==> config.mk <==
export PLATFORM = sky130hd
export DESIGN_NAME = rect_zone_table_lookup
export DESIGN_NICKNAME = d
export VERILOG_FILES = /design/src/rtl/core/rzt_pkg.sv /design/src/rtl/core/rzt_fifo.sv /design/src/rtl/core/rzt_front.sv /design/src/rtl/core/rzt_back.sv /design/src/rtl/core/rect_zone_table_lookup.sv
export SDC_FILE = /design/constraint.sdc
export NUM_CORES = 2
export LEC_CHECK = 0
export BUFFER_PORTS_ARGS = -buffer_cell sky130_fd_sc_hd__buf_4
export CAP_MARGIN = 20
export CORE_MARGIN = 8
export CORE_UTILIZATION = 57
export CTS_BUF_LIST = sky130_fd_sc_hd__clkbuf_8 sky130_fd_sc_hd__clkbuf_16
export DETAILED_ROUTE_END_ITERATION = 16
export PLACE_DENSITY = 0.79
export REMOVE_ABC_BUFFERS = 1
export SLEW_MARGIN = 20
export SYNTH_ARGS = -nofsm -noshare
export SYNTH_HDL_FRONTEND = slang
export SYNTH_SLANG_ARGS = --single-unit
==> constraint.sdc <==
create_clock -name clock -period 8.1 [get_ports clock]
set_input_delay 2.43 -clock clock [delete_from_list [all_inputs] [get_ports clock]]
set_output_delay 2.43 -clock clock [all_outputs]
set_load 0.02 [all_outputs]
==> src/rtl/core/rzt_pkg.sv <==
// ----------------------------------------------------------------------------
// Rectangular zone table: shared package
// Command and status codes, and the records that pass between the front
// part, the work queue, the back part and the result queue.
// ----------------------------------------------------------------------------
package rzt_pkg;

   // Widths of the fixed fields
   localparam int CMD_W    = 2;
   localparam int IDX_W    = 4;
   localparam int POS_W    = 16;
   localparam int SIZE_W   = 16;
   localparam int EDGE_W   = 18;
   localparam int VALUE_W  = 32;
   localparam int STATUS_W = 2;
   localparam int COUNT_W  = 5;

   // Largest number of entries that the index field can address
   localparam int INDEX_SPAN = 16;

   // Command codes
   typedef enum logic [CMD_W-1:0] {
      CMD_DEFINE = 2'd0,
      CMD_LOOKUP = 2'd1,
      CMD_READ   = 2'd2,
      CMD_WRITE  = 2'd3
   } cmd_type;

   // Status codes
   typedef enum logic [STATUS_W-1:0] {
      STAT_OK       = 2'd0,
      STAT_RANGE    = 2'd1,
      STAT_INACTIVE = 2'd2
   } status_type;

   // A classified command, as the front part hands it to the back part
   typedef struct packed {
      cmd_type                   cmd;
      logic [IDX_W-1:0]          idx;
      logic                      in_range;
      logic signed [POS_W-1:0]   pos_x;
      logic signed [POS_W-1:0]   pos_y;
      logic signed [EDGE_W-1:0]  right;
      logic signed [EDGE_W-1:0]  bottom;
      logic [VALUE_W-1:0]        value;
   } work_type;

   // One result item
   typedef struct packed {
      logic                      found;
      logic [IDX_W-1:0]          hit_index;
      logic [VALUE_W-1:0]        read_value;
      status_type                status;
   } result_type;

endpackage

==> src/rtl/core/rzt_fifo.sv <==
// ----------------------------------------------------------------------------
// Rectangular zone table: small queue
// A shallow first-in first-out queue that parts two sides of the block.
// Full and empty come straight from a registered fill count.
// ----------------------------------------------------------------------------
module rzt_fifo #(
   parameter int WIDTH = 8,
   parameter int DEPTH = 2
) (
   input  logic             clock,
   input  logic             reset,
   input  logic             push,
   input  logic [WIDTH-1:0] wr_data,
   output logic             full,
   input  logic             pop,
   output logic [WIDTH-1:0] rd_data,
   output logic             empty
);

   localparam int PTR_W = (DEPTH > 1) ? $clog2(DEPTH) : 1;
   localparam int CNT_W = $clog2(DEPTH + 1);
   localparam logic [PTR_W-1:0] LAST_PTR = PTR_W'(DEPTH - 1);
   localparam logic [CNT_W-1:0] FULL_CNT = CNT_W'(DEPTH);

   logic [WIDTH-1:0] slot_ff [DEPTH];
   logic [PTR_W-1:0] wr_ptr_ff, wr_ptr_in;
   logic [PTR_W-1:0] rd_ptr_ff, rd_ptr_in;
   logic [CNT_W-1:0] count_ff, count_in;
   logic             do_push;
   logic             do_pop;

   assign full    = (count_ff == FULL_CNT);
   assign empty   = (count_ff == '0);
   assign do_push = push && !full;
   assign do_pop  = pop && !empty;
   assign rd_data = slot_ff[rd_ptr_ff];

   // Pointer and count update; pointers wrap at the last slot.
   always_comb begin
      wr_ptr_in = wr_ptr_ff;
      rd_ptr_in = rd_ptr_ff;
      count_in  = count_ff;
      if (do_push) begin
         wr_ptr_in = (wr_ptr_ff == LAST_PTR) ? '0 : wr_ptr_ff + 1'b1;
      end
      if (do_pop) begin
         rd_ptr_in = (rd_ptr_ff == LAST_PTR) ? '0 : rd_ptr_ff + 1'b1;
      end
      if (do_push && !do_pop) begin
         count_in = count_ff + 1'b1;
      end else if (do_pop && !do_push) begin
         count_in = count_ff - 1'b1;
      end
   end

   // Control state.
   always_ff @(posedge clock) begin
      if (reset) begin
         wr_ptr_ff <= '0;
         rd_ptr_ff <= '0;
         count_ff  <= '0;
      end else begin
         wr_ptr_ff <= wr_ptr_in;
         rd_ptr_ff <= rd_ptr_in;
         count_ff  <= count_in;
      end
   end

   // Storage slots hold no reset.
   always_ff @(posedge clock) begin
      if (do_push) begin
         slot_ff[wr_ptr_ff] <= wr_data;
      end
   end

endmodule

==> src/rtl/core/rzt_front.sv <==
// ----------------------------------------------------------------------------
// Rectangular zone table: front part
// Classifies each incoming command: checks the entry index against the
// count in use and works out the right and bottom edges of a zone two
// bits wider than the position, so that they never wrap.
// ----------------------------------------------------------------------------
module rzt_front (
   input  logic [1:0]                          cmd,
   input  logic [3:0]                          entry_index,
   input  logic signed [15:0]                  pos_x,
   input  logic signed [15:0]                  pos_y,
   input  logic [15:0]                         zone_width,
   input  logic [15:0]                         zone_height,
   input  logic signed [31:0]                  new_value,
   input  logic [rzt_pkg::COUNT_W-1:0]         live_count,
   output rzt_pkg::work_type                   work
);
   import rzt_pkg::*;

   logic signed [EDGE_W-1:0] left_wide;
   logic signed [EDGE_W-1:0] top_wide;
   logic signed [EDGE_W-1:0] width_wide;
   logic signed [EDGE_W-1:0] height_wide;

   // Sign-extend the origin and zero-extend the size before the add.
   assign left_wide   = EDGE_W'(pos_x);
   assign top_wide    = EDGE_W'(pos_y);
   assign width_wide  = $signed({{(EDGE_W-SIZE_W){1'b0}}, zone_width});
   assign height_wide = $signed({{(EDGE_W-SIZE_W){1'b0}}, zone_height});

   // Build the classified record. A zero size gives an edge left of the
   // origin, so the zone contains no point.
   always_comb begin
      work.cmd      = cmd_type'(cmd);
      work.idx      = entry_index;
      work.in_range = ({1'b0, entry_index} < live_count);
      work.pos_x    = pos_x;
      work.pos_y    = pos_y;
      work.right    = left_wide + width_wide - EDGE_W'(1);
      work.bottom   = top_wide + height_wide - EDGE_W'(1);
      work.value    = new_value;
   end

endmodule

==> src/rtl/core/rzt_back.sv <==
// ----------------------------------------------------------------------------
// Rectangular zone table: back part
// Holds the zone table and carries out one classified command per exec cycle.
// Each zone cell compares the point against its own edges, and a priority
// pick returns the lowest containing index.
// ----------------------------------------------------------------------------
module rzt_back #(
   parameter int DEPTH = 16
) (
   input  logic                        clock,
   input  logic                        reset,
   input  logic                        exec,
   input  rzt_pkg::work_type           work,
   input  logic [rzt_pkg::COUNT_W-1:0] live_count,
   output rzt_pkg::result_type         result
);
   import rzt_pkg::*;

   // Zone table; payload fields carry no reset, the active marks do.
   logic signed [POS_W-1:0]  left_ff   [DEPTH];
   logic signed [POS_W-1:0]  top_ff    [DEPTH];
   logic signed [EDGE_W-1:0] right_ff  [DEPTH];
   logic signed [EDGE_W-1:0] bottom_ff [DEPTH];
   logic [VALUE_W-1:0]       value_ff  [DEPTH];
   logic [DEPTH-1:0]         active_ff, active_in;

   logic [DEPTH-1:0]         hit_vec;
   logic [DEPTH-1:0]         sel_vec;
   logic signed [EDGE_W-1:0] px_wide;
   logic signed [EDGE_W-1:0] py_wide;
   logic                     any_hit;
   logic [IDX_W-1:0]         hit_idx;
   logic [VALUE_W-1:0]       sel_value;
   logic                     sel_active;
   logic                     do_define;
   logic                     do_write;

   assign px_wide = EDGE_W'(work.pos_x);
   assign py_wide = EDGE_W'(work.pos_y);

   // Per-cell containment test and entry select.
   always_comb begin
      for (int i = 0; i < DEPTH; i++) begin
         hit_vec[i] = active_ff[i] && (COUNT_W'(i) < live_count)
                      && (EDGE_W'(left_ff[i]) <= px_wide) && (px_wide <= right_ff[i])
                      && (EDGE_W'(top_ff[i]) <= py_wide) && (py_wide <= bottom_ff[i]);
         sel_vec[i] = (work.idx == IDX_W'(i));
      end
   end

   // Lowest containing index wins.
   always_comb begin
      any_hit = |hit_vec;
      hit_idx = '0;
      for (int i = DEPTH - 1; i >= 0; i--) begin
         if (hit_vec[i]) begin
            hit_idx = IDX_W'(i);
         end
      end
   end

   // Value and active mark of the addressed entry.
   always_comb begin
      sel_value  = '0;
      sel_active = 1'b0;
      for (int i = 0; i < DEPTH; i++) begin
         if (sel_vec[i]) begin
            sel_value  = value_ff[i];
            sel_active = active_ff[i];
         end
      end
   end

   // Result of the command now in execution.
   always_comb begin
      result.found      = 1'b0;
      result.hit_index  = '0;
      result.read_value = '0;
      result.status     = STAT_OK;
      unique case (work.cmd)
         CMD_LOOKUP: begin
            result.found     = any_hit;
            result.hit_index = hit_idx;
         end
         CMD_READ: begin
            if (!work.in_range) begin
               result.status = STAT_RANGE;
            end else if (!sel_active) begin
               result.status = STAT_INACTIVE;
            end else begin
               result.read_value = sel_value;
            end
         end
         CMD_DEFINE, CMD_WRITE: begin
            if (!work.in_range) begin
               result.status = STAT_RANGE;
            end
         end
         default: begin
            result.status = STAT_OK;
         end
      endcase
   end

   assign do_define = exec && work.in_range && (work.cmd == CMD_DEFINE);
   assign do_write  = exec && work.in_range && (work.cmd == CMD_WRITE);

   // A define marks its entry active; nothing clears a mark but reset.
   always_comb begin
      active_in = active_ff;
      for (int i = 0; i < DEPTH; i++) begin
         if (do_define && sel_vec[i]) begin
            active_in[i] = 1'b1;
         end
      end
   end

   always_ff @(posedge clock) begin
      if (reset) begin
         active_ff <= '0;
      end else begin
         active_ff <= active_in;
      end
   end

   // Table payload update.
   always_ff @(posedge clock) begin
      for (int i = 0; i < DEPTH; i++) begin
         if (do_define && sel_vec[i]) begin
            left_ff[i]   <= work.pos_x;
            top_ff[i]    <= work.pos_y;
            right_ff[i]  <= work.right;
            bottom_ff[i] <= work.bottom;
         end
         if ((do_define || do_write) && sel_vec[i]) begin
            value_ff[i] <= work.value;
         end
      end
   end

endmodule

==> src/rtl/core/rect_zone_table_lookup.sv <==
// ----------------------------------------------------------------------------
// Rectangular zone table lookup: top level
// Path: an accepted command is registered in the work queue; the back part
// then executes it into the result queue, which drives the result ports.
// Throughput: one command per cycle while the result queue has room; the
// back part runs any command combinationally; zone cells compare in parallel.
// Reset: synchronous, active high; clears the queues and all active marks,
// and sets the zone count to 16. Zone payload is undefined until defined.
// ----------------------------------------------------------------------------
module rect_zone_table_lookup #(
   parameter int MAX_ZONES = 16
) (
   input  logic               clock,
   input  logic               reset,
   // Command channel
   input  logic               req_push,
   output logic               req_full,
   input  logic [1:0]         req_cmd,
   input  logic [3:0]         req_entry_index,
   input  logic signed [15:0] req_pos_x,
   input  logic signed [15:0] req_pos_y,
   input  logic [15:0]        req_zone_width,
   input  logic [15:0]        req_zone_height,
   input  logic signed [31:0] req_new_value,
   // Result channel
   output logic               rsp_empty,
   input  logic               rsp_pop,
   output logic               rsp_found,
   output logic [3:0]         rsp_hit_index,
   output logic signed [31:0] rsp_read_value,
   output logic [1:0]         rsp_status,
   // Configuration channel
   input  logic               csr_valid,
   output logic               csr_ready,
   input  logic [4:0]         csr_zone_count
);
   import rzt_pkg::*;

   localparam int DEPTH = (MAX_ZONES < INDEX_SPAN) ? MAX_ZONES : INDEX_SPAN;
   localparam logic [COUNT_W-1:0] DEPTH_CNT = COUNT_W'(DEPTH);
   localparam int WORK_W   = $bits(work_type);
   localparam int RESULT_W = $bits(result_type);

   logic [COUNT_W-1:0] zone_count_ff, zone_count_in;
   logic [COUNT_W-1:0] live_count;
   work_type           front_work;
   work_type           back_work;
   logic [WORK_W-1:0]  back_work_bits;
   result_type         back_result;
   result_type         rsp_result;
   logic [RESULT_W-1:0] rsp_result_bits;
   logic               work_empty;
   logic               result_full;
   logic               exec;

   // Zone count register; a transfer on the configuration channel writes it.
   assign csr_ready     = 1'b1;
   assign zone_count_in = (csr_valid && csr_ready) ? csr_zone_count : zone_count_ff;

   always_ff @(posedge clock) begin
      if (reset) begin
         zone_count_ff <= COUNT_W'(INDEX_SPAN);
      end else begin
         zone_count_ff <= zone_count_in;
      end
   end

   // Count in use, saturated to the table depth.
   assign live_count = (zone_count_ff > DEPTH_CNT) ? DEPTH_CNT : zone_count_ff;

   // Front part: classify the incoming command.
   rzt_front u_front (
      .cmd         (req_cmd),
      .entry_index (req_entry_index),
      .pos_x       (req_pos_x),
      .pos_y       (req_pos_y),
      .zone_width  (req_zone_width),
      .zone_height (req_zone_height),
      .new_value   (req_new_value),
      .live_count  (live_count),
      .work        (front_work)
   );

   // Work queue between front and back.
   rzt_fifo #(
      .WIDTH (WORK_W),
      .DEPTH (2)
   ) u_work_q (
      .clock   (clock),
      .reset   (reset),
      .push    (req_push),
      .wr_data (front_work),
      .full    (req_full),
      .pop     (exec),
      .rd_data (back_work_bits),
      .empty   (work_empty)
   );

   assign back_work = work_type'(back_work_bits);
   assign exec      = !work_empty && !result_full;

   // Back part: table and execution.
   rzt_back #(
      .DEPTH (DEPTH)
   ) u_back (
      .clock      (clock),
      .reset      (reset),
      .exec       (exec),
      .work       (back_work),
      .live_count (live_count),
      .result     (back_result)
   );

   // Result queue toward the result channel.
   rzt_fifo #(
      .WIDTH (RESULT_W),
      .DEPTH (2)
   ) u_result_q (
      .clock   (clock),
      .reset   (reset),
      .push    (exec),
      .wr_data (back_result),
      .full    (result_full),
      .pop     (rsp_pop),
      .rd_data (rsp_result_bits),
      .empty   (rsp_empty)
   );

   assign rsp_result     = result_type'(rsp_result_bits);
   assign rsp_found      = rsp_result.found;
   assign rsp_hit_index  = rsp_result.hit_index;
   assign rsp_read_value = $signed(rsp_result.read_value);
   assign rsp_status     = rsp_result.status;

   // An accepted command is waiting in the work queue in the following cycle.
   a_work_held : assert property (@(posedge clock) disable iff (reset)
      (req_push && !req_full) |=> !work_empty)
      else $error("accepted command missing from work queue");

   // A found zone always comes with status ok.
   a_found_ok : assert property (@(posedge clock) disable iff (reset)
      (!rsp_empty && rsp_found) |-> (rsp_status == STAT_OK))
      else $error("lookup hit carries a nonzero status");

   // No hit means a zero hit index.
   a_miss_zero : assert property (@(posedge clock) disable iff (reset)
      (!rsp_empty && !rsp_found) |-> (rsp_hit_index == '0))
      else $error("hit index nonzero without a hit");

   // A failing status never carries a read value.
   a_err_no_value : assert property (@(posedge clock) disable iff (reset)
      (!rsp_empty && (rsp_status != STAT_OK)) |-> (rsp_read_value == '0))
      else $error("read value present with error status");

endmodule
==> flow_summary.yaml <==
hold_path:
  holdPathStages: 2
  hp-class: "reg2reg"
timing:
  timing.final.crit_share: 0.729
  max_slew.worst_pin.slew_ps: 1230
  final-setup-viol-count: 0
  fmax_mhz: 169
  rsz0062_at_grt: "false"
  skew_ps: 81.5
  drv_slew: 0
  fin_tns_setup_ps: 0
  period_minus_slack_ps: 5900
  relSlewSlack: 0.174
  finalHoldViolations: 0
power:
  p_leak_uw: 0.0414
  power_density_nw_per_um2: 296
  ir_worst_vdd_v: 0.000367
floorplanning:
  start_util: 0.572
  dieArea_um2: 176000
  fp.dieH_um: 420
  core_area_um2: 162000
  num_rows: 148
  die_x_um: 420
  io_pins: 154
clock_network:
  clock_tree.root_cell: "clkbuf_16"
  postCtsHoldBufs: 0
  clk_path_buf_depth: 3
  numCtsBuffers: 193
  cts_resized: 0
  post_cts_buffers: 0
  htreeDepth: 4
  clock-sinks: 1923
  clkLatencyLatePin_ps: 870
  clkTransAtPathRegs_ps: 60
  cts_tree: "yes"
logic_synthesis:
  synth_cells: 6767
  yosysMostFrequentCell: "edfxtp_1"
  ys_seq_elements: 1923
  ys_types: 90
  synth_edf_count: 1892
  synth_top_area_cell: "edfxtp_1"
  synth_area_um2: 93000
  synth_top_area_frac: 0.611
  seq_area_frac_synth: 0.618
  ys_top_cells_by_area: "edfxtp_1 61%, ha_1 16%, inv_1 3.4%"
  yosys-top-cells-count: "1892 x edfxtp_1, 1162 x ha_1, 849 x inv_1, 408 x a21oi_1, 325 x nand2_1"
  syn_area_per_cell_um2: 13.7
  yosys_warnings: 0
  async_flop_share: 0
  synth_flop_cell: "edfxtp_1"
global_route:
  gr-usage-met1: 0.357
  grt-ovfl-total: 0
  grt_pass1_vias: 61100
  grt_pass1_wl_um: 374000
  grtUsageMet2: 0.466
  top_usage_layer: "met2"
  antenna_found_initial: 9
  use_met3: 0.0529
  grt_usage: 0.282
  grt_max_degree: 70
place:
  place_area_um2: 98000
  place_inst: 9149
  io_buffers: 152
  place_congestion: 0.914
  dpl.hpwl_um: 160000
final_layout:
  final_nets: 8449
  postLayoutCoreUtil: 0.644
  area.growth.synth_to_final_pct: 12.4
  fin_area_um2: 105000
  fin_cells: 9518
  drive_gt1_frac: 0.115
detailed_routing:
  first_pass_iters: 6
  wl_per_cell_um: 26.6
  num_vias: 60300
  drt_wl_total_um: 254000
  drt_iter0_drc: 6646
  viasPerCell: 6.34
  drc: 0
  ant_nets: 0
outcome:
  status: "completed"
worst_setup_path:
  end_kind: "flip-flop"
  setup.worst_path.start_class: "flip-flop"
  ff2ff_path_depth: 16
  required_ps: 8680
  cp_max_fo: 45
  crit_type: "reg2reg"
  cp.arrival_ps: 6480
  regToRegSetupSlack_ps: 2200
flow_run:
  drv_cap: 0
-- through the flow --
stage	setup WS [ps]	hold WS, ps	total power (uW)
final	2200	510	31000
after global placement	2390	478	21600
after detailed placement	2270	495	22000
after CTS	2260	507	30900
after global routing	1920	534	32100
after floorplan	-2790	455	18000
-- routing by layer --
metal	part of all wire	up-vias	routed length [um]
met5	0.00010	-	26
met1	0.38	29800	95900
met3	0.093	779	23600
met4	0.058	4	14700
met2	0.47	3180	119000
li1	-	26600	-
-- worst paths after layout --
kind / startpoint / end
setup / recovery: flip-flop / u_result_q.slot_ff[0][35]
hold / removal: u_result_q.rd_ptr_ff / flip-flop
setup reg to reg: flip-flop / u_result_q.slot_ff[0][35]
hold reg to reg: u_result_q.rd_ptr_ff / flip-flop
-- worst max-delay path: stages, from the launching register on --
cell      delay [ps]
dfxtp_4         1070
buf_4            440
mux2i_2          240
buf_4            390
inv_2            460
buf_4            450
ha_1             400
nand4_1          160
nor4_1           450
o31a_1           230
or4_1            120
nand3b_1         100
nor4_1           340
nand2b_2         200
a211oi_2          40
o21a_1           220
o211a_1          240
-- kinds of logic (layout without fill, tap and decap cells) --
logic type,after synthesis,count (layout),share of synthesized area
buf+inv,943,1514,0.0385
fa+ha+maj,1166,1166,0.157
other cells,1,6,0.0000403
mux,199,199,0.0274
compound gates,1294,1294,0.0910
flops,1923,1923,0.618
simple gates,1213,1213,0.0652
xor+xnor,28,28,0.00264
-- flip-flops by register name (all words and copies together) (netlist names), named ones only --
signal / cells
zone_count_ff: 5
u_back.bottom_ff: 288
u_back.active_ff: 16
u_work_q.wr_ptr_ff: 1
u_work_q.slot_ff: 214
u_back.left_ff: 256
u_back.top_ff: 256
u_result_q.slot_ff: 78
u_work_q.rd_ptr_ff: 1
u_back.right_ff: 288
u_result_q.wr_ptr_ff: 1
u_back.value_ff: 512
u_result_q.rd_ptr_ff: 1
u_work_q.count_ff: 2
u_result_q.count_ff: 2
-- layout make-up --
| type | count | area [um2] |
|---|---|---|
| fillers | 11300 | 57900 |
| flip-flops and latches | 1923 | 57400 |
| multi-input cells | 3901 | 32400 |
| clock buffers | 199 | 4910 |
| inverters | 849 | 3190 |
| well taps | 2175 | 2720 |
| repair buffers | 303 | 2320 |
| clock inverters | 163 | 1510 |
| diodes | 5 | 12.5 |
-- power by group --
group / switching, uW / internal (uW)
clock: 3980 / 4960
combinational: 6480 / 3000
sequential: 205 / 12300
-- placed cells by master, fill, tap and decap left out, drive strengths merged, types with 28 or more instances in the layout --
| cell type | n |
|---|---|
| o21ai | 198 |
| a31oi | 40 |
| nor2 | 251 |
| a221oi | 28 |
| nand3 | 145 |
| dfxtp | 31 |
| nand4 | 153 |
| and4 | 35 |
| buf | 303 |
| inv | 890 |
| nor2b | 69 |
| clkinv | 99 |
| mux2 | 113 |
| ha | 1162 |
| a21o | 133 |
| edfxtp | 1892 |
| nor4 | 34 |
| nand2b | 36 |
| a211oi | 63 |
| nor3 | 67 |
| clkbuf | 199 |
| a21oi | 408 |
| o21a | 40 |
| nand2 | 325 |
| o22ai | 49 |
| a22oi | 46 |
| mux2i | 54 |
| o211ai | 48 |
| mux4 | 32 |
No activity file was read; power rests on OpenSTA's default activity.
